### config.mk
export PLATFORM = sky130hd
export DESIGN_NAME = best_fit_interval_allocator_unit_flat
export DESIGN_NICKNAME = d
export VERILOG_FILES = /design/src/design/bfia_pkg.sv /design/src/design/bfia_if.sv /design/src/design/bfia_ctrl.sv /design/src/design/bfia_dp.sv /design/src/design/best_fit_interval_allocator_unit.sv /design/src/flat_wrapper.sv
export SDC_FILE = /design/constraint.sdc
export NUM_CORES = 2
export LEC_CHECK = 0
export BUFFER_PORTS_ARGS = -buffer_cell sky130_fd_sc_hd__buf_2
export CORE_UTILIZATION = 47
export CTS_CLUSTER_SIZE = 12
export DETAILED_ROUTE_END_ITERATION = 8
export PLACE_DENSITY = 0.6
export SLEW_MARGIN = 30
export SYNTH_ARGS = -nofsm -noshare
export SYNTH_HDL_FRONTEND = slang
export SYNTH_HIERARCHICAL = 1
export SYNTH_SLANG_ARGS = --single-unit
export TNS_END_PERCENT = 20
### constraint.sdc
create_clock -name clk -period 13.7 [get_ports clk]
set_clock_uncertainty 0.05 [all_clocks]
set_input_delay 1.37 -clock clk [delete_from_list [all_inputs] [get_ports clk]]
set_output_delay 1.37 -clock clk [all_outputs]
set_load 0.02 [all_outputs]
### src/design/bfia_pkg.sv
`timescale 1ns / 1ps
// ----------------------------------------------------------------------------
// bfia_pkg
// shared types and constants of the best fit interval allocator
// ----------------------------------------------------------------------------
package bfia_pkg;
  localparam int MAX_INTERVALS = 16;
  localparam int IDX_BITS = $clog2(MAX_INTERVALS);
  localparam int CNT_BITS = $clog2(MAX_INTERVALS + 1);
  localparam logic [31:0] HEAP_RESET = 32'd65536;

  typedef enum logic [1:0] {
    ST_OK = 2'd0,
    ST_NO_SPACE = 2'd1,
    ST_FULL = 2'd2
  } status_t;

  typedef enum logic [2:0] {
    S_IDLE,
    S_SCAN,
    S_APPLY,
    S_MAX,
    S_OUT
  } state_t;

  typedef struct packed {
    logic load;
    logic capture;
    logic scan_step;
    logic apply;
    logic max_step;
  } cmd_t;

  typedef struct packed {
    logic last;
  } sts_t;
endpackage

### src/design/bfia_if.sv
`timescale 1ns / 1ps
// ----------------------------------------------------------------------------
// bfia_req_if / bfia_rsp_if
// request and result channels of the allocator
// ----------------------------------------------------------------------------
interface bfia_req_if;
  logic valid;
  logic ready;
  logic operation;
  logic [31:0] request_size;
  logic [31:0] release_start;
  modport source (output valid, operation, request_size, release_start, input ready);
  modport sink (input valid, operation, request_size, release_start, output ready);
endinterface

interface bfia_rsp_if;
  logic valid;
  logic ready;
  logic [31:0] block_start;
  logic [1:0] status;
  logic [31:0] largest_free;
  modport source (output valid, block_start, status, largest_free, input ready);
  modport sink (input valid, block_start, status, largest_free, output ready);
endinterface

### src/design/bfia_ctrl.sv
`timescale 1ns / 1ps
// ----------------------------------------------------------------------------
// bfia_ctrl
// sequencer: scan, apply, max sweep, output hold
// ----------------------------------------------------------------------------
module bfia_ctrl (
  input  logic            clk,
  input  logic            rst_n,
  input  logic            in_valid,
  output logic            in_ready,
  output logic            out_valid,
  input  logic            out_ready,
  input  bfia_pkg::sts_t  sts,
  output bfia_pkg::cmd_t  cmd
);
  import bfia_pkg::*;
  state_t state_r, state_nxt;
  logic loaded_r, loaded_nxt;

  always_ff @(posedge clk) begin
    if (!rst_n) begin
      state_r <= S_IDLE;
      loaded_r <= 1'b0;
    end else begin
      state_r <= state_nxt;
      loaded_r <= loaded_nxt;
    end
  end

  always_comb begin
    state_nxt = state_r;
    loaded_nxt = loaded_r;
    cmd = '0;
    in_ready = 1'b0;
    out_valid = 1'b0;
    unique case (state_r)
      S_IDLE: begin
        in_ready = 1'b1;
        if (in_valid) begin
          cmd.capture = 1'b1;
          cmd.load = !loaded_r;
          loaded_nxt = 1'b1;
          state_nxt = S_SCAN;
        end
      end
      S_SCAN: begin
        cmd.scan_step = 1'b1;
        if (sts.last) state_nxt = S_APPLY;
      end
      S_APPLY: begin
        cmd.apply = 1'b1;
        state_nxt = S_MAX;
      end
      S_MAX: begin
        cmd.max_step = 1'b1;
        if (sts.last) state_nxt = S_OUT;
      end
      S_OUT: begin
        out_valid = 1'b1;
        if (out_ready) state_nxt = S_IDLE;
      end
      default: state_nxt = S_IDLE;
    endcase
  end
endmodule

### src/design/bfia_dp.sv
`timescale 1ns / 1ps
// ----------------------------------------------------------------------------
// bfia_dp
// interval table, one entry a cycle scan, update and max sweep
// ----------------------------------------------------------------------------
module bfia_dp (
  input  logic                clk,
  input  logic                rst_n,
  input  bfia_pkg::cmd_t      cmd,
  output bfia_pkg::sts_t      sts,
  input  logic [31:0]         heap_size,
  input  logic                operation,
  input  logic [31:0]         request_size,
  input  logic [31:0]         release_start,
  output logic [31:0]         block_start,
  output logic [1:0]          status,
  output logic [31:0]         largest_free
);
  import bfia_pkg::*;
  logic [31:0] fs_r [MAX_INTERVALS];
  logic [31:0] fz_r [MAX_INTERVALS];
  logic [MAX_INTERVALS-1:0] fv_r;
  logic op_r;
  logic [31:0] n_r, s_r;
  logic [IDX_BITS-1:0] i_r;
  logic pf_r, lf_r, rf_r, ef_r;
  logic [IDX_BITS-1:0] pk_r, lt_r, rt_r, em_r;
  logic [31:0] best_r, bs_r, maxv_r, res_start_r;
  logic [1:0] res_st_r;
  logic [32:0] end_w, ent_end;
  logic [31:0] cs, cz;
  logic cv, ign;
  logic [32:0] sum_l, sum_r, sum_lr;

  assign cs = fs_r[i_r];
  assign cz = fz_r[i_r];
  assign cv = fv_r[i_r];
  assign end_w = {1'b0, s_r} + {1'b0, n_r};
  assign ent_end = {1'b0, cs} + {1'b0, cz};
  assign ign = (n_r == '0) || (end_w > 33'h1_0000_0000);
  assign sts.last = (i_r == IDX_BITS'(MAX_INTERVALS - 1));
  assign sum_l = {1'b0, fz_r[lt_r]} + {1'b0, n_r};
  assign sum_r = {1'b0, fz_r[rt_r]} + {1'b0, n_r};
  assign sum_lr = sum_l + {1'b0, fz_r[rt_r]};

  always_ff @(posedge clk) begin
    if (!rst_n) begin
      fv_r <= '0;
      i_r <= '0;
    end else begin
      if (cmd.capture) begin
        op_r <= operation;
        n_r <= request_size;
        s_r <= release_start;
        i_r <= '0;
        pf_r <= 1'b0; lf_r <= 1'b0; rf_r <= 1'b0; ef_r <= 1'b0;
        maxv_r <= '0;
        if (cmd.load && heap_size != '0) begin
          fs_r[0] <= '0;
          fz_r[0] <= heap_size;
          fv_r[0] <= 1'b1;
        end
      end
      if (cmd.scan_step) begin
        i_r <= i_r + 1'b1;
        if (cv) begin
          if (cz >= n_r && (!pf_r || cz < best_r || (cz == best_r && cs < bs_r))) begin
            pf_r <= 1'b1; pk_r <= i_r; best_r <= cz; bs_r <= cs;
          end
          if (!lf_r && ent_end == {1'b0, s_r}) begin
            lf_r <= 1'b1; lt_r <= i_r;
          end
          if (!rf_r && {1'b0, cs} == end_w) begin
            rf_r <= 1'b1; rt_r <= i_r;
          end
        end else if (!ef_r) begin
          ef_r <= 1'b1; em_r <= i_r;
        end
      end
      if (cmd.apply) begin
        res_start_r <= '0;
        res_st_r <= ST_OK;
        if (!op_r) begin
          if (!pf_r) res_st_r <= ST_NO_SPACE;
          else begin
            res_start_r <= bs_r;
            if (best_r == n_r) fv_r[pk_r] <= 1'b0;
            else begin
              fs_r[pk_r] <= bs_r + n_r;
              fz_r[pk_r] <= best_r - n_r;
            end
          end
        end else if (!ign) begin
          if (lf_r && !sum_l[32]) begin
            if (rf_r && rt_r != lt_r && !sum_lr[32]) begin
              fz_r[lt_r] <= sum_lr[31:0];
              fv_r[rt_r] <= 1'b0;
            end else fz_r[lt_r] <= sum_l[31:0];
          end else if (rf_r && !sum_r[32]) begin
            fs_r[rt_r] <= s_r;
            fz_r[rt_r] <= sum_r[31:0];
          end else if (ef_r) begin
            fs_r[em_r] <= s_r;
            fz_r[em_r] <= n_r;
            fv_r[em_r] <= 1'b1;
          end else res_st_r <= ST_FULL;
        end
      end
      if (cmd.max_step) begin
        i_r <= i_r + 1'b1;
        if (cv && cz > maxv_r) maxv_r <= cz;
      end
    end
  end

  assign block_start = res_start_r;
  assign status = res_st_r;
  assign largest_free = maxv_r;
endmodule

### src/design/best_fit_interval_allocator_unit.sv
`timescale 1ns / 1ps
// ----------------------------------------------------------------------------
// best_fit_interval_allocator_unit
// best fit heap interval allocator with coalescing release
// ----------------------------------------------------------------------------
// in channel: one word per request (operation, request_size, release_start);
//   operation 0 allocates, 1 releases.
// out channel: one word per request (block_start, status, largest_free).
// cfg port: cfg_we / cfg_wdata write heap_size, read when the table loads on
//   the first request after reset.
// after accept: one table entry a cycle for the fit/neighbor scan, then the
//   table update, then one entry a cycle for the largest free sweep.
// a new request is taken only once the last result has been taken;
//   in_ready is high only when idle.
// the result holds on the out port until taken; a stalled receiver holds
//   off the next request.
// reset (rst_n low, synchronous) empties the table and restores heap_size
//   to 65536.
// ----------------------------------------------------------------------------
module best_fit_interval_allocator_unit (
  input  logic        clk,
  input  logic        rst_n,
  bfia_req_if.sink    in_ch,
  bfia_rsp_if.source  out_ch,
  input  logic        cfg_we,
  input  logic [31:0] cfg_wdata
);
  import bfia_pkg::*;
  cmd_t cmd;
  sts_t sts;
  logic [31:0] heap_r;

  always_ff @(posedge clk) begin
    if (!rst_n) heap_r <= HEAP_RESET;
    else if (cfg_we) heap_r <= cfg_wdata;
  end

  bfia_ctrl u_ctrl (
    .clk(clk), .rst_n(rst_n),
    .in_valid(in_ch.valid), .in_ready(in_ch.ready),
    .out_valid(out_ch.valid), .out_ready(out_ch.ready),
    .sts(sts), .cmd(cmd)
  );

  bfia_dp u_dp (
    .clk(clk), .rst_n(rst_n), .cmd(cmd), .sts(sts), .heap_size(heap_r),
    .operation(in_ch.operation), .request_size(in_ch.request_size),
    .release_start(in_ch.release_start),
    .block_start(out_ch.block_start), .status(out_ch.status),
    .largest_free(out_ch.largest_free)
  );

  a_excl: assert property (@(posedge clk) disable iff (!rst_n)
    !(in_ch.ready && out_ch.valid)) else $error("ready while result pending");
  a_stat: assert property (@(posedge clk) disable iff (!rst_n)
    out_ch.valid |-> (out_ch.status != 2'd3)) else $error("bad status");
  a_start: assert property (@(posedge clk) disable iff (!rst_n)
    out_ch.valid && out_ch.status != ST_OK |-> out_ch.block_start == '0)
    else $error("start on failure");
endmodule

### src/flat_wrapper.sv
// flat-port wrapper written by rule: the top's interface ports become plain ports
module best_fit_interval_allocator_unit_flat import bfia_pkg::*;
  (clk, rst_n, cfg_we, cfg_wdata, in_ch_valid, in_ch_operation, in_ch_request_size, in_ch_release_start, in_ch_ready, out_ch_valid, out_ch_block_start, out_ch_status, out_ch_largest_free, out_ch_ready);
  bfia_req_if in_ch_i ();
  bfia_rsp_if out_ch_i ();
  input  logic clk;
  input  logic rst_n;
  input  logic cfg_we;
  input  logic [31:0] cfg_wdata;
  input wire logic [$bits(in_ch_i.valid)-1:0] in_ch_valid;
  input wire logic [$bits(in_ch_i.operation)-1:0] in_ch_operation;
  input wire logic [$bits(in_ch_i.request_size)-1:0] in_ch_request_size;
  input wire logic [$bits(in_ch_i.release_start)-1:0] in_ch_release_start;
  output wire logic [$bits(in_ch_i.ready)-1:0] in_ch_ready;
  output wire logic [$bits(out_ch_i.valid)-1:0] out_ch_valid;
  output wire logic [$bits(out_ch_i.block_start)-1:0] out_ch_block_start;
  output wire logic [$bits(out_ch_i.status)-1:0] out_ch_status;
  output wire logic [$bits(out_ch_i.largest_free)-1:0] out_ch_largest_free;
  input wire logic [$bits(out_ch_i.ready)-1:0] out_ch_ready;
  assign in_ch_i.valid = in_ch_valid;
  assign in_ch_i.operation = in_ch_operation;
  assign in_ch_i.request_size = in_ch_request_size;
  assign in_ch_i.release_start = in_ch_release_start;
  assign in_ch_ready = in_ch_i.ready;
  assign out_ch_valid = out_ch_i.valid;
  assign out_ch_block_start = out_ch_i.block_start;
  assign out_ch_status = out_ch_i.status;
  assign out_ch_largest_free = out_ch_i.largest_free;
  assign out_ch_i.ready = out_ch_ready;
  best_fit_interval_allocator_unit u_core (.clk(clk), .rst_n(rst_n), .in_ch(in_ch_i), .out_ch(out_ch_i), .cfg_we(cfg_we), .cfg_wdata(cfg_wdata));
endmodule
==> qor.csv <==
stage,metric,value,unit
run_status,status,"complete, no violations",
floorplan,die_area,0.161,mm^2
synthesis,ys.warnings.count,6,
layout,num-nets-final,5840,
synthesis,synth-edff-count,1239,
power,power.share.clock,0.404,
synthesis,synthDistinctLibCells,104,
clock_network,cts_root_buf,clkbuf_16,
clock_network,cts_hold_buf,0,
timing,worstMarginPinSlew,1.05,ns
synthesis,synthMuxAreaShare,0.218,
worst_setup_path,r2r_slack,3.62,ns
floorplan,ios,170,
worst_setup_path,critPathCaptureType,flop,
power,p_leak,28.6,nW
clock_network,path_clk_slew,0.06,ns
detailed_routing,vias,51600,
worst_setup_path,crit_arrival,10.70,ns
synthesis,ys_top_cells_by_area,"edfxtp_1 (50%), mux4_2 (19%), ha_1 (5.8%), dfxtp_1 (1.8%), a21oi_1 (1.8%)",
grt,grt_pass1_vias,49500,
detailed_routing,ant_nets,0,
clock_network,cts_tree,done,
layout,fill_cells,12900,
detailed_routing,drtIter0Drc,6667,
detailed_routing,routed_wl,259,mm
grt,gr-total-overflow,0,
floorplan,fp.dieW,401,um
synthesis,yosysSeqAreaShare,0.515,
synthesis,ys_seq_elements,1307,
grt,grt_pass1_wl,366,mm
placed_design,routabilityCongestion,0.967,
placed_design,port_buffers,169,
clock_network,cts-resized-gates,0,
clock_network,clock_path_buffers,3,
timing,setup_violations,0,
timing,slew_viol_final,0,
detailed_routing,drtPass1Iterations,6,
synthesis,synth_top_cell_area_share,0.497,
power,p_total,9.35,mW
timing,rsz0062_at_grt,false,
synthesis,syn_nets,5616,
power,comb_power_share,0.118,
worst_hold_path,hold_end,u_core/u_ctrl/loaded_r$_SDFFE_PN0P_,
worst_setup_path,startpoint_type,flop,
timing,fin_crit_sh,0.736,
worst_setup_path,cp_slowest_stage_delay,0.86,ns
timing,slew_headroom,0.295,
floorplan,fp.dieH,401,um
worst_setup_path,cpMaxStageDelayCell,dfxtp_4,
worst_hold_path,worstHoldStart,u_core/u_ctrl/loaded_r$_SDFFE_PN0P_,
synthesis,synth-compound-area-share,0.0827,
detailed_routing,routedWlPerCell,34.2,um
clock_network,postCtsSetupRepairBufs,0,
clock_network,h-tree-depth,4,
placed_design,placed_cells,7306,
clock_network,clkLatencyLatePin,0.83,ns
floorplan,coreArea,0.158,mm^2
worst_setup_path,rr_endpoint,u_core/u_dp/fz_r[0][2]$_DFFE_PP_,
placed_design,hpwl,177,mm
synthesis,syn_inst,5157,
floorplan,row_count,146,
layout,stdcell_count,7567,
layout,finalInstanceArea,0.0836,mm^2
floorplan,start_util,0.473,
power,p_per_area,112,mW/mm^2
synthesis,synth_simple_gate_area_frac,0.0739,
layout,drive_gt1_frac,0.252,
worst_hold_path,hold_path_depth,1,
timing,setup_tns,0,ns
timing,min_period,10.08,ns
worst_setup_path,r2r_cells,24,
detailed_routing,vias_per_cell,6.82,
grt,grt_max_degree,113,
synthesis,synthXorXnorAreaFrac,0.0269,
grt,grt_antenna_before_repair,23,
synthesis,netlist_area,0.0749,mm^2
synthesis,syn-mean-instance-area,14.5,um^2
timing,hold_viol_final,0,
worst_setup_path,cp_cell_sequence,buf_12 > mux4_2 > mux4_2 > ha_1 > a21o_1 > a31oi_1 > nor2_1 > a211oi_1 > nand2_1 > a21o_1 > a21oi_1 > xnor2_1 > ha_1 > or4_1 > a221oi_1 > nand3_1 > o21a_1 > a311oi_2 > mux2i_4 > buf_4 > o21ai_0 > mux2_2 > o21ai_1 > mux2_2,
synthesis,synth_top_family_by_area,multiplexers,
worst_setup_path,critPathMaxFanout,92,
synthesis,synth_top_cell_by_area,edfxtp_1,
run,max-cap-violations,0,
worst_setup_path,critPathKind,reg2reg,
worst_setup_path,critPathRequiredTime,14.32,ns
power,ir_worst_vdd,0.116,mV
power,switching_share,0.255,
power,switchingPower,2.39,mW
layout,synthToLayoutAreaGrowth,11.6,%
clock_network,cts_sinks,1307,
power,intPower,6.97,mW
timing,fmax,0.0992,GHz
placed_design,placed_cell_area,0.0789,mm^2
clock_network,cts_buffers,144,
grt,grt_use_total,0.320,
synthesis,async_flop_share,0,
synthesis,synth_flop_cell,edfxtp_1,
detailed_routing,drc,0,
synthesis,yosys.area_share.adder,0.0603,
worst_hold_path,min_path_type,reg2reg,
power,seqPwrFrac,0.478,
## per-layer routing
layer	track usage	wire, um	up-vias
met2	0.470	114000	2988
li1	-	-	21400
met1	0.447	104000	26600
met4	0.136	11600	16
met3	0.0893	29800	582
met5	0	107	-
## Yosys cell counts (39+ instances only)
master,number
a31oi_1,39
inv_1,189
edfxtp_1,1239
dfxtp_1,68
xor2_1,75
mux4_2,644
nor2_1,276
a211oi_1,46
nor3_1,78
nor2b_1,106
ha_1,350
o21ai_0,203
nand2b_1,75
mux2_2,97
nor4_1,49
clkbuf_1,146
a21oi_1,268
nand3_1,65
mux2i_1,68
nand4_1,63
buf_1,50
nand2_1,182
a21o_1,91
xnor2_1,150
## registers in the layout, summed over array words and instances, names as in the netlist, 2 cells and up, named ones only
| signal | count |
|---|---|
| u_core/u_dp/fv_r | 16 |
| u_core/u_dp/i_r | 4 |
| u_core/u_dp/fz_r | 512 |
| u_core/u_dp/bs_r | 32 |
| u_core/u_dp/rt_r | 4 |
| u_core/u_dp/em_r | 4 |
| u_core/u_dp/n_r | 32 |
| u_core/u_dp/fs_r | 512 |
| u_core/u_dp/best_r | 32 |
| u_core/u_dp/pk_r | 4 |
| u_core/heap_r | 32 |
| u_core/u_dp/block_start | 32 |
| u_core/u_dp/s_r | 32 |
| u_core/u_dp/lt_r | 4 |
| u_core/u_dp/status | 2 |
| u_core/u_dp/largest_free | 32 |
| u_core/u_ctrl/state_r | 3 |
## per-stage QoR
stage | hold slack [ns] | worst slack (ns) | util
2_1_floorplan | 0.383 | 1.09 | -
3_3_place_gp | 0.390 | 3.58 | 0.498
3_5_place_dp | 0.401 | 3.73 | 0.498
4_1_cts | 0.415 | 3.67 | 0.527
5_1_grt | 0.436 | 3.08 | 0.528
6_report | 0.410 | 3.62 | 0.528
## how the worst max path moves through the flow
stage          startpoint                           endpoint  slack, ns  depth (start not counted)
2_1_floorplan        flop    u_core/u_dp/best_r[0]$_DFFE_PP_       1.09                         24
3_3_place_gp         flop  u_core/u_dp/fz_r[0][26]$_DFFE_PP_       3.58                         24
3_5_place_dp         flop   u_core/u_dp/fz_r[0][2]$_DFFE_PP_       3.73                         24
4_1_cts              flop   u_core/u_dp/fz_r[0][2]$_DFFE_PP_       3.67                         24
5_1_grt              flop   u_core/u_dp/fz_r[0][2]$_DFFE_PP_       3.08                         24
6_report             flop   u_core/u_dp/fz_r[0][2]$_DFFE_PP_       3.62                         24
## power by group through the flow
stage	sequential [mW]	clock [mW]	combinational, mW
after floorplan	4.53	0	0.721
after global placement	4.55	0	1.07
final	4.47	3.78	1.11
after detailed placement	4.55	0	1.08
after CTS	4.47	3.84	1.08
after global routing	4.47	3.98	1.18
## logic make-up (layout without fill, tap and decap cells)
family,after synthesis,after routing
buffers and inverters,430,756
XOR/XNOR,227,227
AO/OA/AOI/OAI,957,957
adder cells (fa/ha/maj),357,357
other,0,12
multiplexers,814,814
flip-flops,1307,1307
AND/OR/NAND/NOR,1065,1065
## worst max-delay path: cells and delay by family (launching register included)
| kind | cells | cell delay, ns |
|---|---|---|
| DFF | 1 | 0.86 |
| AOI/OAI and AO/OA | 10 | 3.96 |
| xor gates and xnor gates | 1 | 0.11 |
| muxes | 5 | 2.03 |
| and+or+nand+nor | 4 | 1.01 |
| adders and majority gates | 2 | 0.64 |
| buffers and inverters | 2 | 1.04 |
## cells in the final DEF (no fill, tap or decap), drive strengths merged, types with 106 or more instances in the layout
master  netlist  routed
a21oi       270     270
buf          95     319
clkbuf      146     186
edfxtp     1239    1239
ha          350     350
inv         189     194
mux4        644     644
nand2       182     182
nor2        277     277
nor2b       106     106
o21ai       211     211
xnor2       150     150
## area by class of cell
cell class	instances	area [um^2]	share of cell area
antenna	12	30.0	0.000359
clock buffer	186	3850	0.0461
clock inverter	62	718	0.00859
inverter	189	709	0.00849
multi-input combinational	3420	35000	0.419
sequential	1307	38600	0.462
tap	2072	2590	0.0310
timing repair buffer	319	2090	0.0250
Power figures use the tool's default switching activity.
